File: src/hdl/bsil_ram.sv
// Generic simple dual-port RAM: one write port, one registered read port.
// No dependencies.
module bsil_ram #(
  parameter int unsigned WIDTH = 8,
  parameter int unsigned DEPTH = 16
) (
  input  logic                     clk_i,
  input  logic                     we_i,
  input  logic [$clog2(DEPTH)-1:0] waddr_i,
  input  logic [WIDTH-1:0]         wdata_i,
  input  logic                     re_i,
  input  logic [$clog2(DEPTH)-1:0] raddr_i,
  output logic [WIDTH-1:0]         rdata_o
);

  logic [WIDTH-1:0] mem_q [DEPTH];
  logic [WIDTH-1:0] rdata_q;

  always_ff @(posedge clk_i) begin
    if (we_i) begin
      mem_q[waddr_i] <= wdata_i;
    end
    // read data holds until the next read
    if (re_i) begin
      rdata_q <= mem_q[raddr_i];
    end
  end

  assign rdata_o = rdata_q;

endmodule

File: config.mk
export PLATFORM = sky130hd
export DESIGN_NAME = bsil_ram
export DESIGN_NICKNAME = d
export VERILOG_FILES = /design/src/hdl/bsil_ram.sv
export SDC_FILE = /design/constraint.sdc
export NUM_CORES = 1
export LEC_CHECK = 0
export BUFFER_PORTS_ARGS = -buffer_cell sky130_fd_sc_hd__buf_2
export CORE_MARGIN = 5
export CORE_UTILIZATION = 60
export DETAILED_ROUTE_END_ITERATION = 10
export PLACE_DENSITY = 0.82
export SLEW_MARGIN = 5
export SYNTH_ARGS = -nofsm -noshare
export SYNTH_HDL_FRONTEND = slang
export SYNTH_SLANG_ARGS = --single-unit
File: constraint.sdc
create_clock -name clk_i -period 2.2 [get_ports clk_i]
set_input_delay 0.33 -clock clk_i [delete_from_list [all_inputs] [get_ports clk_i]]
set_output_delay 0.33 -clock clk_i [all_outputs]
set_load 0.02 [all_outputs]
==> impl_metrics.toml, run 1 <==
[routing]
post-route-drc-count = 0
wl_per_cell_um = 25.7
vias_per_cell = 6.33
dr.pass1.iters = 5
wl_um = 10500
drt_iter0_drc = 222
ant_nets = 0
vias = 2596

[pwr]
seqPwrFrac = 0.487
ir_drop_mv = 0.657
switching_share = 0.195
p_sw_mw = 1.18
power_frac_comb = 0.046
p_int_mw = 4.86
clkPwrFrac = 0.467
cellLeakagePower_nw = 2.14
p_total_mw = 6.04
power_density_mw_per_mm2 = 973

[global_route]
grt_pass1_wl_um = 15700
grt_pass1_vias = 2690
track_usage = 0.220
grt_max_degree = 24
antenna_found_initial = 0
grt_overflow = 0

[floorplan]
die_area_mm2 = 0.0107
die_w_um = 103
core_mm2 = 0.00859
fp-row-count = 34
die_h_um = 103
start_util = 0.608
io_pins = 27

[logic_synthesis]
synth_area_mm2 = 0.00523
synth-xor-area-share = 0
synth_compound_area_frac = 0.0230
synth_fa_ha_area_frac = 0
yosysSeqAreaShare = 0.781
ys_seq_elements = 136
syn_nets = 248
synth_cell_types = 18
synth_top_family_by_area = "multiplexers"
synthSimpleGateAreaFrac = 0.0314
synthCells = 229
synthMuxAreaShare = 0.148
ys_warn_count = 0
syn_avg_cell_area_um2 = 22.8

[timing]
slew_viol_final = 0
period_minus_slack_ns = 1.55
finalCritPeriodShare = 0.706
worst_pin_slew_ns = 0.794
slew_headroom = 0.470
setup_viol = 0
setup_tns_ns = 0
rsz0062_at_grt = "no"
hold_viol = 0
skew_ns = 0.00608
fmax_mhz = 644

[worst_hold_path]
worstHoldPathType = "primary input to flip-flop"

[critical_path]
path_max_fanout = 1
critical_path_class = "flip-flop to flip-flop"
arrival_ns = 1.80
cp.required_ns = 2.45
cpLargestDelayFamily = "multiplexers"
cpPeakStageDelay_ns = 0.49
crit_path_end_kind = "flip-flop"
start_kind = "flip-flop"
crit_slowest_cell = "mux4_1"
path_buf_inv = 0
cp_cell_sequence = "mux4_1 -> a22oi_1 -> nand2_1"

[clocking]
htreeDepth = 4
clkTransAtPathRegs_ns = 0.06
cts-resized-gates = 0
root_buffer = "clkbuf_8"
post_cts_buffers = 0
numCtsBuffers = 17
clk_latency_ns = 0.51
cts_tree = "built"
clkSinkCount = 136
hold_buffers = 0
clk_path_buf_depth = 2

[job]
cap_violations = 0

[finish]
antennaDiodeCount = 0
final_nets = 308
layout-drive-gt1-share = 0.321
fin_area_mm2 = 0.00620
area_delta_synth_final_pct = 18.7

[place]
dp_hpwl_um = 6420
place.gp.congestion = 0.804
port_buffers = 26
place_area_mm2 = 0.00561

[run_status]
status = "finished clean"
sequential cells by signal, indices dropped and copies added (netlist names):
signal,cells
rdata_o,8
mem_q,128
metal layers:
metal	part of all wire	track usage
met1	0.38	0.284
met2	0.51	0.356
met3	0.085	0.0617
met4	0.021	0.0896
met5	0	0
layout by cell type (no fill, tap or decap), drive strengths merged:
| cell type | count |
|---|---|
| a22oi | 16 |
| and2 | 1 |
| and2b | 1 |
| buf | 51 |
| bufinv | 4 |
| clkbuf | 18 |
| clkinv | 9 |
| edfxtp | 136 |
| inv | 1 |
| mux4 | 32 |
| nand2 | 9 |
| nand2b | 2 |
| nand3 | 1 |
| nand3b | 2 |
| nor2 | 13 |
| nor2b | 1 |
| nor3 | 4 |
| or3b | 1 |
path summary, 6_finish.rpt:
kind,from,end,slack [ns],cells after the start
worst min-delay path,wdata_i[7],mem_q[0][7],0.19,1
worst min register to register,mem_q[8][4],rdata_o[4],0.76,3
worst max-delay path,mem_q[8][2],rdata_o[2],0.65,3
worst max register to register,mem_q[8][2],rdata_o[2],0.65,3
through the flow:
stage	cells	hold WS, ns	setup slack (ns)	util
3_5_place_dp	378	0.713	0.217	0.652
3_3_place_gp	378	0.711	0.213	0.652
6_report	410	0.186	0.647	0.722
4_1_cts	410	0.170	0.652	0.722
5_1_grt	410	0.170	0.571	0.722
2_1_floorplan	229	0.429	0.377	-
cells in the mapped netlist:
library cell / number / area share
buf_4: 1 / 0.0014
buf_2: 3 / 0.0029
mux4_1: 14 / 0.070
nor2b_1: 1 / 0.0012
nor3_1: 4 / 0.0038
nand3b_1: 2 / 0.0029
clkdlybuf4s25_2: 3 / 0.0057
nor2_1: 13 / 0.0093
a22oi_1: 16 / 0.023
and2_1: 1 / 0.0012
nand3_1: 1 / 0.00096
and2b_1: 1 / 0.0014
nand2_1: 9 / 0.0065
nand2b_1: 2 / 0.0024
buf_6: 3 / 0.0065
or3b_2: 1 / 0.0017
mux4_2: 18 / 0.078
edfxtp_1: 136 / 0.78
logic make-up after synthesis:
kind of cell / Yosys count
buffers and inverters: 10
AOI/OAI and AO/OA: 16
and+or+nand+nor: 35
muxes: 32
DFF: 136
final cells by class:
cell class | count | area (µm²)
Clock buffer | 18 | 418
Sequential cell | 136 | 4080
Tap cell | 108 | 135
Fill cell | 493 | 2390
Timing Repair Buffer | 51 | 330
Multi-Input combinational cell | 83 | 1060
Clock inverter | 14 | 180
power by group through the flow:
stage	combinational, mW	clock, mW	sequential [mW]
floorplan	0.147	0	3.00
global placement	0.269	0	2.99
detailed placement	0.277	0	2.99
CTS	0.281	2.86	2.94
global route	0.301	2.99	2.94
finish	0.279	2.82	2.94
No activity file was read; power rests on OpenSTA's default activity.
==> run 2, diff against run 1 <==
CORE_UTILIZATION = 54   (was 60)
PLACE_DENSITY = 0.78   (was 0.82)
clock period = 1.25 ns   (was 2.2 ns; I/O delays follow)
==> impl_metrics.toml, run 2 (synthesis results as in run 1) <==
[critical_path]
arrival_ns = 1.68
cpPeakStageDelay_ns = 0.48
cpLargestDelayFamily = "multiplexers"
path_max_fanout = 1
crit_path_end_kind = "flip-flop"
start_kind = "flip-flop"
crit_slowest_cell = "mux4_2"
cp_cell_sequence = "mux4_2 -> a22oi_2 -> nand2_1"
cp.required_ns = 1.51
path_buf_inv = 0
critical_path_class = "flip-flop to flip-flop"

[finish]
final_nets = 310
largest_register_ffs = 128
layout_commonest_cell = "edfxtp_1"
antennaDiodeCount = 0
final_cell_mix = "edfxtp_1, mux4_2, buf_2, buf_4, clkbuf_16"
largest-register = "mem_q"
nFillCells = 595
layout-drive-gt1-share = 0.428
area_delta_synth_final_pct = 22.6

[floorplan]
die_h_um = 108
die_w_um = 108
die_area_mm2 = 0.0117
core_mm2 = 0.00959
io_pins = 27
start_util = 0.545
fp-row-count = 36

[clocking]
cts_tree = "built"
clk_latency_ns = 0.52
clkSinkCount = 136
clk_path_buf_depth = 2
clkTransAtPathRegs_ns = 0.06
numCtsBuffers = 17
root_buffer = "clkbuf_8"
post_cts_buffers = 0
htreeDepth = 4

[timing]
slew_viol_final = 0
skew_ns = 0.00638
rsz0062_at_grt = "yes"
fin_ws_ns = -0.171
setup_tns_ns = -1.25
worst_pin_slew_ns = 0.886
hold_viol = 0
period_minus_slack_ns = 1.42
fmax_mhz = 704
finalCritPeriodShare = 1.14
setup_viol = 14
slew_headroom = 0.407

[place]
dp_hpwl_um = 6420
port_buffers = 26
place.gp.congestion = 0.735

[global_route]
grt_pass1_vias = 2624
antenna_found_initial = 0
grt_overflow = 0
grt_pass1_wl_um = 15700
track_usage = 0.193
grt_max_degree = 17

[pwr]
power_density_mw_per_mm2 = 1650
cellLeakagePower_nw = 2.12
p_total_mw = 10.6
ir_drop_mv = 0.859

[run_status]
violations = "negative setup slack"
status = "finished with violations"

[routing]
post-route-drc-count = 0
vias = 2475
wl_um = 10100
drt_iter0_drc = 207
wl_per_cell_um = 23.2
ant_nets = 0
vias_per_cell = 5.66
dr.pass1.iters = 4

[worst_hold_path]
worstHoldPathType = "primary input to flip-flop"

[job]
cap_violations = 0
[run 2: changes by cell type in the layout (fill, tap and decap cells not counted), moves of 2 or more]
cell	delta
buf_6	+8
buf_2	-8
nor2_2	+3
mux4_2	+14
buf_12	+8
mux4_1	-14
nor2_1	-3
clkinv_1	-2
nor3_1	-4
clkinvlp_4	+4
a22oi_2	+9
nor3_2	+3
buf_4	-6
a22oi_1	-9
[run 2: final cells by class]
class,instances,area (µm²),area share
Sequential cell,136,4080,0.637
Multi-Input combinational cell,83,1090,0.169
Clock buffer,19,422,0.0658
Clock inverter,13,155,0.0242
Tap cell,133,166,0.0260
Timing Repair Buffer,53,495,0.0773
[run 2: worst reg2reg max path, cell delays in order, from the launching register on]
cell and delay (ns):
edfxtp_1 0.38, mux4_2 0.48, a22oi_2 0.22, nand2_1 0.09
[run 2: report_power, final]
group / switching (mW) / internal [mW]
registers: 0.0381 / 5.14
clock network: 1.81 / 3.02
logic: 0.312 / 0.276
[run 2: metal layers]
metal | vias to the layer above | routed length [µm] | global-route usage | share of wire
li1 | 1093 | - | - | -
met4 | 0 | 79 | 0.0559 | 0.0078
met1 | 1260 | 3910 | 0.260 | 0.39
met3 | 9 | 888 | 0.0537 | 0.088
met2 | 113 | 5240 | 0.314 | 0.52
met5 | - | 0 | 0 | 0
[run 2: path summary, 6_finish.rpt]
kind	from	endpoint	slack, ns	cells past startpoint
setup / recovery	mem_q[0][0]	rdata_o[0]	-0.17	3
hold / removal	re_i	rdata_o[7]	0.05	1
setup reg to reg	mem_q[0][0]	rdata_o[0]	-0.17	3
hold reg to reg	mem_q[6][7]	rdata_o[7]	0.76	3
[run 2: through the flow]
step / hold WS, ns / utilization / cells / worst slack, ns / cell area, µm²
2_1_floorplan: 0.286 / - / 229 / -0.138 / 5250
3_3_place_gp: 0.576 / 0.598 / 405 / -0.447 / 5740
3_5_place_dp: 0.579 / 0.598 / 405 / -0.474 / 5740
4_1_cts: 0.0299 / 0.663 / 437 / -0.190 / 6360
5_1_grt: 0.0238 / 0.668 / 437 / -0.194 / 6410
6_report: 0.0464 / 0.668 / 437 / -0.171 / 6410
[run 2: repair_timing]
action / 4_1_cts / 5_1_grt
gates resized for setup: 14 / 12
hold buffers: 0 / 0
endpoints found under the setup margin: 15 / 16
pin swaps: 3 / 1
cloned: 0 / 0
